**src/design/adc_sra_pkg.sv**
```systemverilog
// shared types, codes and register width table for the adc spi register sequencer
`timescale 1ns / 1ps
`default_nettype none

package adc_sra_pkg;

    // parameter defaults
    localparam int REGISTER_COUNT_DEF = 57;
    localparam int FRAME_BYTES_DEF    = 8;

    // event codes on the mode field
    localparam logic [1:0] MODE_NEW_JOB = 2'd0;
    localparam logic [1:0] MODE_XFER    = 2'd1;
    localparam logic [1:0] MODE_RDY_LOW = 2'd2;

    // job kinds
    localparam logic [1:0] OP_RESET = 2'd0;
    localparam logic [1:0] OP_READ  = 2'd1;
    localparam logic [1:0] OP_WRITE = 2'd2;

    // sequencer phase codes
    localparam logic [1:0] PH_IDLE = 2'd0;
    localparam logic [1:0] PH_BUSY = 2'd1;
    localparam logic [1:0] PH_WAIT = 2'd2;

    // frame constants
    localparam int         RESET_BYTES = 8;
    localparam logic [7:0] FILL_BYTE   = 8'hFF;
    localparam logic [7:0] CMD_READ    = 8'h40;
    localparam logic [7:0] CMD_WRITE   = 8'h00;
    localparam logic [5:0] DATA_REG    = 6'd2;

    typedef struct packed {
        logic [1:0]  mode;
        logic [1:0]  operation;
        logic [5:0]  reg_addr;
        logic [23:0] write_data;
        logic        append_status;
        logic        rdy_level;
        logic [7:0]  rx_byte;
    } item_t;

    typedef struct packed {
        logic        send_valid;
        logic [7:0]  send_byte;
        logic        chip_select;
        logic        done_res;
        logic [31:0] read_value;
        logic        rejected;
    } result_t;

    typedef struct packed {
        logic [1:0] phase;
        logic [3:0] bytes_left;
        logic [3:0] bytes_received;
        logic [1:0] cur_op;
    } ctrl_t;

    // register width in bytes by address, before the register count limit
    function automatic logic [1:0] reg_width_lut(input logic [5:0] addr);
        logic [1:0] w;
        case (addr)
            6'd0:    w = 2'd1;
            6'd1:    w = 2'd2;
            6'd2:    w = 2'd3;
            6'd3:    w = 2'd3;
            6'd4:    w = 2'd2;
            6'd5:    w = 2'd1;
            6'd6:    w = 2'd3;
            6'd7:    w = 2'd3;
            6'd8:    w = 2'd1;
            default:
            begin
                if (addr <= 6'd32)
                    w = 2'd2;
                else if (addr <= 6'd56)
                    w = 2'd3;
                else
                    w = 2'd0;
            end
        endcase
        return w;
    endfunction

endpackage

`default_nettype wire

```
**src/design/adc_sra_step.sv**
```systemverilog
// next-state and result logic for one event of the register sequencer
`timescale 1ns / 1ps
`default_nettype none

module adc_sra_step #(
    parameter int REGISTER_COUNT = adc_sra_pkg::REGISTER_COUNT_DEF,
    parameter int FRAME_BYTES    = adc_sra_pkg::FRAME_BYTES_DEF
) (
    input  adc_sra_pkg::item_t   item,
    input  adc_sra_pkg::ctrl_t   ctrl,
    input  logic [7:0]           frame_cur [FRAME_BYTES],
    output adc_sra_pkg::ctrl_t   ctrl_next,
    output logic [7:0]           frame_next [FRAME_BYTES],
    output adc_sra_pkg::result_t res
);

    localparam int         IDX_W  = $clog2(FRAME_BYTES);
    localparam logic [4:0] FB_LIM = 5'(FRAME_BYTES);

    logic [1:0]  len;
    logic [3:0]  rx_count;
    logic [7:0]  cmd_byte;
    logic [7:0]  tx_pick;
    logic [31:0] assembled;
    logic        data_reg_hit;
    logic [7:0]  frame_rx [FRAME_BYTES];

    // register width, zero beyond the register count
    always_comb
    begin
        if ({1'b0, item.reg_addr} < 7'(REGISTER_COUNT))
            len = adc_sra_pkg::reg_width_lut(item.reg_addr);
        else
            len = 2'd0;
    end

    assign data_reg_hit = (item.reg_addr == adc_sra_pkg::DATA_REG);
    assign rx_count     = ctrl.bytes_received + 4'd1;

    // buffer with the received byte stored, overrun bytes are dropped
    always_comb
    begin
        frame_rx = frame_cur;
        if ({1'b0, ctrl.bytes_received} < FB_LIM)
            frame_rx[ctrl.bytes_received[IDX_W-1:0]] = item.rx_byte;
    end

    // byte to send after an exchange, out-of-range slots read as zero
    always_comb
    begin
        if (ctrl.cur_op == adc_sra_pkg::OP_RESET)
            tx_pick = adc_sra_pkg::FILL_BYTE;
        else if ({1'b0, rx_count} < FB_LIM)
            tx_pick = frame_rx[rx_count[IDX_W-1:0]];
        else
            tx_pick = 8'h00;
    end

    // big-endian read result, status byte on top
    always_comb
    begin
        case (rx_count)
            4'd5:    assembled = {frame_rx[IDX_W'(4)], frame_rx[IDX_W'(1)],
                                  frame_rx[IDX_W'(2)], frame_rx[IDX_W'(3)]};
            4'd4:    assembled = {8'h00, frame_rx[IDX_W'(1)],
                                  frame_rx[IDX_W'(2)], frame_rx[IDX_W'(3)]};
            4'd3:    assembled = {16'h0000, frame_rx[IDX_W'(1)], frame_rx[IDX_W'(2)]};
            4'd2:    assembled = {24'h000000, frame_rx[IDX_W'(1)]};
            default: assembled = 32'h0;
        endcase
    end

    // event decode
    always_comb
    begin
        ctrl_next       = ctrl;
        frame_next      = frame_cur;
        res             = '0;
        res.chip_select = (ctrl.phase != adc_sra_pkg::PH_IDLE);
        cmd_byte        = 8'h00;

        case (item.mode)
            adc_sra_pkg::MODE_NEW_JOB:
            begin
                if (ctrl.phase != adc_sra_pkg::PH_IDLE)
                begin
                    res.rejected = 1'b1;
                end
                else
                begin
                    case (item.operation)
                        adc_sra_pkg::OP_RESET:
                        begin
                            for (int i = 0; i < FRAME_BYTES; i++)
                            begin
                                if (i < adc_sra_pkg::RESET_BYTES)
                                    frame_next[IDX_W'(i)] = adc_sra_pkg::FILL_BYTE;
                            end
                            ctrl_next.cur_op         = adc_sra_pkg::OP_RESET;
                            ctrl_next.phase          = adc_sra_pkg::PH_BUSY;
                            ctrl_next.bytes_left     = 4'(adc_sra_pkg::RESET_BYTES - 1);
                            ctrl_next.bytes_received = 4'd0;
                            res.send_valid           = 1'b1;
                            res.send_byte            = adc_sra_pkg::FILL_BYTE;
                            res.chip_select          = 1'b1;
                        end
                        adc_sra_pkg::OP_READ:
                        begin
                            cmd_byte = adc_sra_pkg::CMD_READ | {2'b00, item.reg_addr};
                            for (int i = 1; i < FRAME_BYTES; i++)
                                frame_next[IDX_W'(i)] = 8'h00;
                            frame_next[0]    = cmd_byte;
                            ctrl_next.cur_op = adc_sra_pkg::OP_READ;
                            ctrl_next.bytes_left = {2'b00, len} + 4'd1
                                + {3'b000, data_reg_hit & item.append_status};
                            res.chip_select  = 1'b1;
                            if (data_reg_hit && item.rdy_level)
                            begin
                                ctrl_next.phase = adc_sra_pkg::PH_WAIT;
                            end
                            else
                            begin
                                ctrl_next.phase          = adc_sra_pkg::PH_BUSY;
                                ctrl_next.bytes_left     = ctrl_next.bytes_left - 4'd1;
                                ctrl_next.bytes_received = 4'd0;
                                res.send_valid           = 1'b1;
                                res.send_byte            = cmd_byte;
                            end
                        end
                        adc_sra_pkg::OP_WRITE:
                        begin
                            cmd_byte      = adc_sra_pkg::CMD_WRITE | {2'b00, item.reg_addr};
                            frame_next[0] = cmd_byte;
                            // data bytes, most significant first
                            case (len)
                                2'd1:
                                begin
                                    frame_next[1] = item.write_data[7:0];
                                end
                                2'd2:
                                begin
                                    frame_next[1] = item.write_data[15:8];
                                    frame_next[2] = item.write_data[7:0];
                                end
                                2'd3:
                                begin
                                    frame_next[1] = item.write_data[23:16];
                                    frame_next[2] = item.write_data[15:8];
                                    frame_next[3] = item.write_data[7:0];
                                end
                                default:
                                begin
                                end
                            endcase
                            ctrl_next.cur_op         = adc_sra_pkg::OP_WRITE;
                            ctrl_next.phase          = adc_sra_pkg::PH_BUSY;
                            ctrl_next.bytes_left     = {2'b00, len};
                            ctrl_next.bytes_received = 4'd0;
                            res.send_valid           = 1'b1;
                            res.send_byte            = cmd_byte;
                            res.chip_select          = 1'b1;
                        end
                        default:
                        begin
                        end
                    endcase
                end
            end
            adc_sra_pkg::MODE_XFER:
            begin
                if (ctrl.phase == adc_sra_pkg::PH_BUSY)
                begin
                    // store the received byte
                    frame_next               = frame_rx;
                    ctrl_next.bytes_received = rx_count;
                    if (ctrl.bytes_left != 4'd0)
                    begin
                        ctrl_next.bytes_left = ctrl.bytes_left - 4'd1;
                        res.send_valid       = 1'b1;
                        res.send_byte        = tx_pick;
                    end
                    else
                    begin
                        ctrl_next.phase = adc_sra_pkg::PH_IDLE;
                        res.chip_select = 1'b0;
                        res.done_res    = 1'b1;
                        if (ctrl.cur_op == adc_sra_pkg::OP_READ)
                            res.read_value = assembled;
                    end
                end
            end
            adc_sra_pkg::MODE_RDY_LOW:
            begin
                if (ctrl.phase == adc_sra_pkg::PH_WAIT)
                begin
                    ctrl_next.phase          = adc_sra_pkg::PH_BUSY;
                    ctrl_next.bytes_left     = ctrl.bytes_left - 4'd1;
                    ctrl_next.bytes_received = 4'd0;
                    res.send_valid           = 1'b1;
                    res.send_byte            = frame_cur[0];
                    res.chip_select          = 1'b1;
                end
            end
            default:
            begin
            end
        endcase
    end

endmodule

`default_nettype wire

```
**src/design/adc_spi_register_access_sequencer_core.sv**
```systemverilog
// top level of the adc spi register access sequencer
//
//   channel | direction | handshake            | payload
//   --------+-----------+----------------------+---------------------------------------------
//   in      | to block  | in_valid / in_ready  | mode operation reg_addr write_data
//           |           |                      | append_status rdy_level rx_byte
//   out     | from block| out_valid / out_ready| send_valid send_byte chip_select done_res
//           |           |                      | read_value rejected
//
// one event per cycle while results are taken; each transfer lands in the input register, and
// its one result is loaded into the result register as it leaves and is offered from then on.
// reset clears the phase, byte counters, job kind and both valid flags; the frame buffer
// keeps whatever it holds until a job writes it.
// a stalled result holds the result register, the input register then fills and in_ready drops.
`timescale 1ns / 1ps
`default_nettype none

module adc_spi_register_access_sequencer_core #(
    parameter int REGISTER_COUNT = adc_sra_pkg::REGISTER_COUNT_DEF,
    parameter int FRAME_BYTES    = adc_sra_pkg::FRAME_BYTES_DEF
) (
    input  wire logic        clk,
    input  wire logic        rst_n,
    input  wire logic        in_valid,
    output logic             in_ready,
    input  wire logic [1:0]  mode,
    input  wire logic [1:0]  operation,
    input  wire logic [5:0]  reg_addr,
    input  wire logic [23:0] write_data,
    input  wire logic        append_status,
    input  wire logic        rdy_level,
    input  wire logic [7:0]  rx_byte,
    output logic             out_valid,
    input  wire logic        out_ready,
    output logic             send_valid,
    output logic [7:0]       send_byte,
    output logic             chip_select,
    output logic             done_res,
    output logic [31:0]      read_value,
    output logic             rejected
);

    logic                 in_valid_reg;
    adc_sra_pkg::item_t   item_reg;
    adc_sra_pkg::ctrl_t   ctrl_reg;
    adc_sra_pkg::ctrl_t   ctrl_next;
    logic [7:0]           frame_reg  [FRAME_BYTES];
    logic [7:0]           frame_next [FRAME_BYTES];
    logic                 out_valid_reg;
    adc_sra_pkg::result_t res_reg;
    adc_sra_pkg::result_t res_next;
    logic                 advance;

    // handshake between the two register stages
    assign advance  = in_valid_reg && (!out_valid_reg || out_ready);
    assign in_ready = !in_valid_reg || advance;

    // input register
    always_ff @(posedge clk or negedge rst_n)
    begin
        if (!rst_n)
            in_valid_reg <= 1'b0;
        else if (in_ready)
            in_valid_reg <= in_valid;
    end

    always_ff @(posedge clk)
    begin
        if (in_valid && in_ready)
            item_reg <= '{mode: mode, operation: operation, reg_addr: reg_addr,
                          write_data: write_data, append_status: append_status,
                          rdy_level: rdy_level, rx_byte: rx_byte};
    end

    // step logic
    adc_sra_step #(
        .REGISTER_COUNT (REGISTER_COUNT),
        .FRAME_BYTES    (FRAME_BYTES)
    ) u_step (
        .item       (item_reg),
        .ctrl       (ctrl_reg),
        .frame_cur  (frame_reg),
        .ctrl_next  (ctrl_next),
        .frame_next (frame_next),
        .res        (res_next)
    );

    // sequencer state
    always_ff @(posedge clk or negedge rst_n)
    begin
        if (!rst_n)
            ctrl_reg <= '{phase: adc_sra_pkg::PH_IDLE, bytes_left: 4'd0,
                          bytes_received: 4'd0, cur_op: adc_sra_pkg::OP_RESET};
        else if (advance)
            ctrl_reg <= ctrl_next;
    end

    // frame buffer, no reset
    always_ff @(posedge clk)
    begin
        if (advance)
            frame_reg <= frame_next;
    end

    // result register
    always_ff @(posedge clk or negedge rst_n)
    begin
        if (!rst_n)
            out_valid_reg <= 1'b0;
        else if (advance)
            out_valid_reg <= 1'b1;
        else if (out_ready)
            out_valid_reg <= 1'b0;
    end

    always_ff @(posedge clk)
    begin
        if (advance)
            res_reg <= res_next;
    end

    assign out_valid   = out_valid_reg;
    assign send_valid  = res_reg.send_valid;
    assign send_byte   = res_reg.send_byte;
    assign chip_select = res_reg.chip_select;
    assign done_res    = res_reg.done_res;
    assign read_value  = res_reg.read_value;
    assign rejected    = res_reg.rejected;

`ifndef SYNTHESIS
    // an event leaving the input register always lands a result
    a_adv_result: assert property (@(posedge clk) disable iff (!rst_n)
        advance |=> out_valid_reg)
        else $error("result register not loaded after step");

    // waiting for rdy only happens on a read
    a_wait_read: assert property (@(posedge clk) disable iff (!rst_n)
        (ctrl_reg.phase == adc_sra_pkg::PH_WAIT) |-> (ctrl_reg.cur_op == adc_sra_pkg::OP_READ))
        else $error("rdy wait outside a read job");

    // a new job while not idle is flagged as rejected
    a_reject: assert property (@(posedge clk) disable iff (!rst_n)
        (advance && item_reg.mode == adc_sra_pkg::MODE_NEW_JOB
            && ctrl_reg.phase != adc_sra_pkg::PH_IDLE) |=> res_reg.rejected)
        else $error("busy job not rejected");

    // a byte is only shifted with the device selected
    a_send_cs: assert property (@(posedge clk) disable iff (!rst_n)
        (out_valid_reg && res_reg.send_valid) |-> res_reg.chip_select)
        else $error("send without chip select");

    // a finished transaction leaves the sequencer idle
    a_done_idle: assert property (@(posedge clk) disable iff (!rst_n)
        (advance && res_next.done_res) |=> (ctrl_reg.phase == adc_sra_pkg::PH_IDLE))
        else $error("done without returning to idle");
`endif

endmodule

`default_nettype wire
```
**config.mk**
```make
export PLATFORM = sky130hd
export DESIGN_NAME = adc_spi_register_access_sequencer_core
export DESIGN_NICKNAME = d
export VERILOG_FILES = /design/src/design/adc_sra_pkg.sv /design/src/design/adc_sra_step.sv /design/src/design/adc_spi_register_access_sequencer_core.sv
export SDC_FILE = /design/constraint.sdc
export NUM_CORES = 1
export LEC_CHECK = 0
export BUFFER_PORTS_ARGS = -buffer_cell sky130_fd_sc_hd__buf_2
export CELL_PAD_IN_SITES_DETAIL_PLACEMENT = 0
export CELL_PAD_IN_SITES_GLOBAL_PLACEMENT = 1
export CORE_MARGIN = 4
export CORE_UTILIZATION = 44
export DETAILED_ROUTE_END_ITERATION = 6
export PLACE_DENSITY_LB_ADDON = 0.1
export SETUP_SLACK_MARGIN = 0.2
export SYNTH_ARGS = -nofsm -noshare
export SYNTH_HDL_FRONTEND = slang
export SYNTH_HIERARCHICAL = 1
export SYNTH_SLANG_ARGS = --single-unit
```
**constraint.sdc**
```tcl
create_clock -name clk -period 3.35 [get_ports clk]
set_input_delay 0.67 -clock clk [delete_from_list [all_inputs] [get_ports clk]]
set_output_delay 0.67 -clock clk [all_outputs]
set_load 0.02 [all_outputs]
```
Yosys cells after proc, flatten, opt, wreduce, memory -nomap -nowiden
Index checks and enable logic that the tools add are counted. W data, S select, Z words.

$add $sub $neg: 5. Magnitude comparators: 8. Equality and inequality tests: 32. Mux-type cells: 42. Bitwise operators: 7. Reductions and logical operators: 32.

Operators with widths (number): $mux W64 (2); $pmux W32 S4 (1); $pmux W32 S3 (1); $pmux W10 S3 (3); $bwmux W64 (1); $mux W32 (2); $pmux W32 S2 (1); $mux W8 (7); $mux W43 (1); $mux W10 (4); $pmux W12 S3 (1); $mux W34 (1); $bmux W8 S3 (1); $demux W8 S3 (1); $eq A6 B3 Y1 const B (4); $pmux W8 S3 (1); $reduce_and A7 Y1 (3); $mux W9 (2); $reduce_and A6 Y1 (3); $pmux W8 S2 (1); $eq A6 B2 Y1 const B (2); $le A6 B6 Y1 const B (2); $mux W12 (1); $eq A2 B1 Y1 const B (5); other kinds (40) (75).

Bits in registers: 166. Bits of input ports: 48. Output and inout bits: 46. Logic and storage cells: 153.

Depth between registers and ports, before layout
Gate-level depths: netlist of the first run.

Depth after elaboration: 15. Mapped depth: 14. Depth with buffers taken out: 13.

Modules after synthesis
Netlist of the first run, hierarchy kept.

By module, submodules not included: adc_spi_register_access_sequencer_core (instances 1, cells an instance 186, area an instance 5159.9 um^2, sequential area each 4914.7 um^2); adc_sra_step (instances 1, cells an instance 658, area an instance 4469.3 um^2, sequential area each 0.0 um^2).

Least setup slack after synthesis of the first run
Ideal clock, no wire load.

Kind: input port to flip-flop. From: input out_ready. To: register res_reg (netlist bit chip_select), enable pin. Setup time: 462 ps. Data arrival time: 3102 ps. Data required time: 2888 ps. Path slack: -213 ps. Cell stages on the path: 4. Path buffers: 1. Cell sequence: nand2b_4 nand2_4 buf_12 inv_1.

Longest elaborated chain between the ends: 2.

RTL lines: start, declared (RTL line adc_spi_register_access_sequencer_core.sv:34) `input wire logic out_ready,`; $logic_or A1 B1 Y1 (RTL line adc_spi_register_access_sequencer_core.sv:55) `assign advance = in_valid_reg && (!out_valid_reg || out_ready);`; $logic_and A1 B1 Y1 (RTL line adc_spi_register_access_sequencer_core.sv:55); net advance (RTL line adc_spi_register_access_sequencer_core.sv:52) `logic advance;`; end signal, assigned (RTL line adc_spi_register_access_sequencer_core.sv:119) `res_reg <= res_next;`; end, declared (RTL line adc_spi_register_access_sequencer_core.sv:50) `adc_sra_pkg::result_t res_reg;`.

The timed path passes the listed nets, and every way through them passes these cells. A chain may end at the register's enable or synchronous reset.

==> out/qor.yml, run 1 <==
synthesis:
  ys_types: 84
  synth-edff-count: 152
  synth_top_area_cell: "edfxtp_1"
  syn-mean-instance-area_um2: 11.4
  async_flop_share: 0.0843
  yosysSeqAreaShare: 0.510
  yosys_warnings: 6
  yosys-top-cells-count: "edfxtp_1 (152), nor2_1 (62), mux2i_1 (50), nand2_1 (50), clkbuf_1 (39)"
  yosysTopAreaCellShare: 0.474
  synth_top_flop_cell: "edfxtp_1"
  synth_most_common_cell: "edfxtp_1"
  synth_area_um2: 9630
  ys_ff_latch: 166
  synth_area_leaders: "edfxtp_1 (47%), mux2i_1 (5.2%), mux2_2 (4.4%)"
  netlist_instances: 844
route:
  ant_nets: 0
  m1WireLength_um: 13000
  wl_met2_um: 13800
  drt-total-wl_um: 29600
  dr.first_iter.drc_count: 785
  top_layer: "met4"
  vias: 7610
  viasPerCell: 6.20
  drt_drc_violations_left: 0
  post_drt_wl_per_cell_um: 24.1
  drt_first_pass_iters: 5
  wl_met3_um: 1970
finish:
  finalNetCount: 997
  final_area_um2: 11100
  n_antenna_cell: 0
  drive_gt1_frac: 0.277
  utilization: 0.522
  area_delta_synth_final_pct: 15.4
  largest_register_ffs: 64
worst_setup_path:
  reg2reg_depth: 14
  worstSetupEndpointType: "register"
  crit_chain: "buf_4 -> and3_1 -> a311oi_2 -> nand3_1 -> ha_2 -> inv_1 -> ha_1 -> inv_1 -> ha_1 -> o21ai_2 -> xor2_1 -> a21oi_1 -> or3_1 -> mux2_4"
  cp_top_family: "simple AND/OR/NAND/NOR gates"
  cpMaxStageDelayCell: "edfxtp_1"
  critPathRequiredTime_ns: 3.67
  r2r-start: "item_reg[36]"
  crit_fanout: 5
  path_buf_inv: 3
  r2r_slack_ns: 0.29
  crit_arrival_ns: 3.38
  path_class: "reg -> reg"
  r2r-end: "ctrl_reg[8]"
  cpPeakStageDelay_ns: 0.47
  cp-start-kind: "register"
clock_tree:
  clockBufferDepth: 2
  cts_tree: "done"
  worstSkewPairLatency_ns: 0.43
  h-tree-depth: 4
  cts_root_buffer: "clkbuf_16"
  clk_pin_slew_ns: 0.07
  hold_buffers: 0
  cts_num_sinks: 166
  cts_buffers: 17
sta:
  period_share: 0.914
  slew_viol_final: 0
  worst_slew_pin_slew_ns: 0.934
  skew_ns: 0.0110
  finalWorstSetupSlack_ns: 0.288
  hold_ws_ns: 0.148
  setup_viol: 0
  rsz0062_at_grt: "false"
  finalHoldViolations: 0
  timing.fmax_mhz: 327
  tns_ns: 0
  period_minus_slack_ns: 3.06
  slew_headroom: 0.373
grt:
  gr-total-overflow: 0
  gr-usage-all-layers: 0.243
  grt_max_degree: 62
  first_global_vias: 7418
  antenna_found_initial: 0
  grt_first_pass_wirelength_um: 45300
power_and_ir_drop:
  power.ir.vdd_worst_mv: 0.366
  p_sw_mw: 2.33
  pwr-share-clk: 0.295
  p_int_mw: 4.44
  swShare: 0.344
  sequentialPowerShare: 0.422
  combinationalPowerShare: 0.283
  p_per_area_nw_per_um2: 609
  p_leak_nw: 4.07
die:
  core_area_um2: 21300
  rows: 53
  start_util: 0.452
  die_area_um2: 24300
  dieWidth_um: 156
  die_h_um: 156
  num_io_pins: 94
place:
  placed_area_um2: 10400
  place_ws_ns: 0.226
  hpwl_um: 21400
  gp_congestion: 0.920
  portBuffers: 93
run:
  drv_cap: 0
hold_path:
  hp-class: "in -> async"
status:
  outcome: "finished, final reports clean"
[power by group through the flow]
| stage | combinational (mW) | clock [mW] | sequential (mW) |
|---|---|---|---|
| finish | 1.92 | 2.00 | 2.85 |
| global route | 2.07 | 2.14 | 2.88 |
| CTS | 1.89 | 2.04 | 2.85 |
| detailed placement | 1.88 | 0 | 2.89 |
| global placement | 1.86 | 0 | 2.88 |
| floorplan | 1.33 | 0 | 2.81 |
[layout by cell type (no fill, tap or decap), types with 16 or more instances in the layout]
master,count
mux2i_1,50
nor2_1,62
edfxtp_1,152
a21oi_1,30
buf_2,93
a221oi_1,16
buf_4,50
o22a_1,21
clkbuf_16,17
inv_1,17
o21ai_1,16
nand2_1,50
mux2_2,38
o21ai_0,36
nand3_1,18
[how the worst max path moves through the flow]
stage                        endpoint  slack (ns)    startpoint  cells past startpoint
after floorplan           ctrl_reg[8]        0.27  item_reg[35]                     14
final                     ctrl_reg[8]        0.29  item_reg[36]                     14
after global routing      ctrl_reg[8]        0.13  item_reg[34]                     13
after CTS                 ctrl_reg[8]        0.21  item_reg[36]                     13
after global placement    ctrl_reg[8]        0.32  item_reg[34]                     13
after detailed placement  ctrl_reg[8]        0.23  item_reg[36]                     13
[worst register-to-register path, stage by stage, from the launching register on]
cell	delay [ns]
edfxtp_1	0.47
buf_4	0.19
and3_1	0.16
a311oi_2	0.30
nand3_1	0.14
ha_2	0.21
inv_1	0.05
ha_1	0.22
inv_1	0.08
ha_1	0.17
o21ai_2	0.06
xor2_1	0.15
a21oi_1	0.08
or3_1	0.39
mux2_4	0.27
[through the flow]
step	total power [mW]	cells
finish	6.77	1227
global route	7.09	1227
CTS	6.78	1221
detailed placement	4.77	1189
global placement	4.74	1189
floorplan	4.14	851
[final cells by class]
class	count	area, um2
clock buffers	17	425
clock inverters	15	175
fillers	1879	10200
inverters	18	71.3
multi-input cells	592	4320
flip-flops and latches	166	4920
well taps	275	344
repair buffers	144	861
[layer usage]
layer  GRT usage  vias to the layer above
li1            -                     3465
met1       0.343                     3782
met2       0.387                      320
met3      0.0377                       43
met4      0.0788                        0
met5           0                        -
[what timing repair did]
| item | 4_1_cts | 5_1_grt |
|---|---|---|
| resized for setup | 0 | 8 |
| setup endpoints to repair | 0 | 1 |
| setup buffers | 0 | 6 |
[logic make-up after synthesis]
kind of cell,after synthesis,share of synthesized area
compound gates,243,0.180
simple gates,222,0.119
flops,166,0.510
mux,102,0.122
buf+inv,93,0.0481
fa+ha+maj,12,0.0151
xor+xnor,5,0.00455
other cells,1,0.000389
Power figures use the tool's default switching activity.
==> inputs of run 2 (changes only) <==
Settings changed: MAX_ROUTING_LAYER from default to met4.
==> out/qor.yml, run 2 (synthesis results as in run 1) <==
power_and_ir_drop:
  p_per_area_nw_per_um2: 624  # +2.5%
  finalPower_mw: 6.97  # +2.9%
  swShare: 0.332  # -0.0115
  sequentialPowerShare: 0.409  # -0.013
  p_int_mw: 4.65  # +4.8%
  combinationalPowerShare: 0.277  # -0.006
  pwr-share-clk: 0.314  # +0.019
  p_leak_nw: 4.10  # +0.66%
  power.ir.vdd_worst_mv: 0.352  # -3.8%
  p_sw_mw: 2.32  # -0.51%
finish:
  n_antenna_cell: 0  # unchanged
  final_area_um2: 11200  # +0.44%
  largest_register_ffs: 64  # unchanged
  area_delta_synth_final_pct: 15.9
  drive_gt1_frac: 0.275  # -0.00210
  finalNetCount: 998  # +0.10%
  layout_common_cells: "edfxtp_1 (152), buf_2 (93), nor2_1 (62)"
  final.fill_count: 1908  # +1.5%
  stdcell_count: 1227  # unchanged
  final_common_cell: "edfxtp_1"
sta:
  finalHoldViolations: 0  # unchanged
  rsz0062_at_grt: "false"
  worst_slew_pin_slew_ns: 0.988  # +0.0541 ns
  skew_ns: 0.0133  # +0.00236 ns
  slew_viol_final: 0  # unchanged
  tns_ns: 0  # unchanged
  period_share: 0.914  # about the same
  timing.fmax_mhz: 326  # about the same
  period_minus_slack_ns: 3.06  # +0.00152 ns
  slew_headroom: 0.337  # -0.0363
  setup_viol: 0  # unchanged
place:
  portBuffers: 93  # unchanged
  gp_congestion: 0.914  # -0.65%
  hpwl_um: 21400  # about the same
  dpl.cell_count: 1190  # +0.084%
  placed_area_um2: 10400  # about the same
clock_tree:
  clockBufferDepth: 2  # unchanged
  cts_buffers: 17  # unchanged
  hold_buffers: 0  # unchanged
  clk_pin_slew_ns: 0.07  # about the same
  h-tree-depth: 4  # unchanged
  cts_num_sinks: 166  # unchanged
  cts_tree: "done"
  cts_root_buffer: "clkbuf_16"
  worstSkewPairLatency_ns: 0.44  # about the same
die:
  rows: 53  # unchanged
  die_area_um2: 24300  # unchanged
  core_area_um2: 21300  # unchanged
  start_util: 0.452  # unchanged
  dieWidth_um: 156  # unchanged
  num_io_pins: 94  # unchanged
  die_h_um: 156  # unchanged
hold_path:
  hp-class: "in -> async"
grt:
  grt_first_pass_wirelength_um: 45300  # about the same
  antenna_found_initial: 0  # unchanged
  first_global_vias: 7423  # +0.067%
  gr-usage-all-layers: 0.250  # +0.00688
  grt_max_degree: 62  # unchanged
  gr-total-overflow: 0  # unchanged
  busiest_layer: "met2"
  globalRouteMet1Util: 0.347  # +0.00467
  use_met3: 0.0327  # -0.00499
  grt.met2_usage: 0.391  # +0.00411
run:
  drv_cap: 0  # unchanged
route:
  post_drt_wl_per_cell_um: 24.1  # about the same
  vias: 7665  # +0.72%
  drt-total-wl_um: 29600  # about the same
  dr.first_iter.drc_count: 801  # +2.0%
  ant_nets: 0  # unchanged
  drt_first_pass_iters: 5  # unchanged
  drt_drc_violations_left: 0  # unchanged
  viasPerCell: 6.25  # +0.72%
worst_setup_path:
  path_class: "reg -> reg"
  critPathRequiredTime_ns: 3.67  # about the same
  crit_arrival_ns: 3.38  # about the same
  r2r_slack_ns: 0.29  # about the same
  cp-start-kind: "register"
  crit_fanout: 5  # unchanged
  worstSetupEndpointType: "register"
status:
  outcome: "finished, final reports clean"
==> run 2: changes by cell type in the layout (fill, tap and decap cells not counted), moves of 2 or more <==
cell	delta
bufinv_16	+3
inv_6	+2
clkinvlp_4	-2
inv_8	-3
==> run 2: worst max-delay path, cell delays in order, from the launching register on <==
cell and delay (ns):
edfxtp_1 0.44, or3_4 0.42, or2_4 0.27, nand3_1 0.11
ha_2 0.20, inv_1 0.04, ha_1 0.28, inv_2 0.04
ha_1 0.18, o21ai_1 0.09, xor2_1 0.16, a21oi_1 0.09
or3_1 0.37, mux2_4 0.27
==> run 2: final cells by class <==
cell class,count,area (um2),share of cell area
Clock buffer,17,425,0.0381
Clock inverter,14,213,0.0191
Inverter,18,71.3,0.00639
Multi-Input combinational cell,592,4330,0.387
Sequential cell,166,4920,0.440
Tap cell,275,344,0.0308
Timing Repair Buffer,145,868,0.0778
==> run 2: metal layers <==
layer | part of all wire | wire, um
met1 | 0.44 | 12900
met4 | 0.020 | 603
met5 | 0 | 0
met2 | 0.47 | 13900
met3 | 0.073 | 2160
==> run 2: final timing paths <==
check	startpoint	endpoint	cells after the start
worst max-delay path	item_reg[35]	ctrl_reg[8]	13
worst min-delay path	rst_n	ctrl_reg[7]	1
worst max register to register	item_reg[35]	ctrl_reg[8]	13
worst min register to register	in_valid_reg	out_valid	1
max in group asynchronous	rst_n	ctrl_reg[2]	1
min in group clk	rx_byte[4]	item_reg[4]	1
==> run 2: stage by stage <==
step	util	hold WS [ns]	setup slack, ns
detailed placement	0.491	0.545	0.267
global route	0.524	0.156	0.148
global placement	0.491	0.525	0.337
finish	0.524	0.137	0.287
CTS	0.521	0.146	0.253
floorplan	-	0.374	0.274
==> run 2: power groups by stage <==
stage,Sequential (mW),Clock [mW],Combinational (mW)
floorplan,2.81,0,1.33
global placement,2.88,0,1.87
detailed placement,2.89,0,1.89
CTS,2.84,2.22,1.89
global route,2.88,2.31,2.08
finish,2.85,2.18,1.93
==> run 2: repair_timing <==
action | 4_1_cts | 5_1_grt
buffers inserted | 0 | 6
gates resized for setup | 0 | 9
endpoints found under the setup margin | 0 | 1
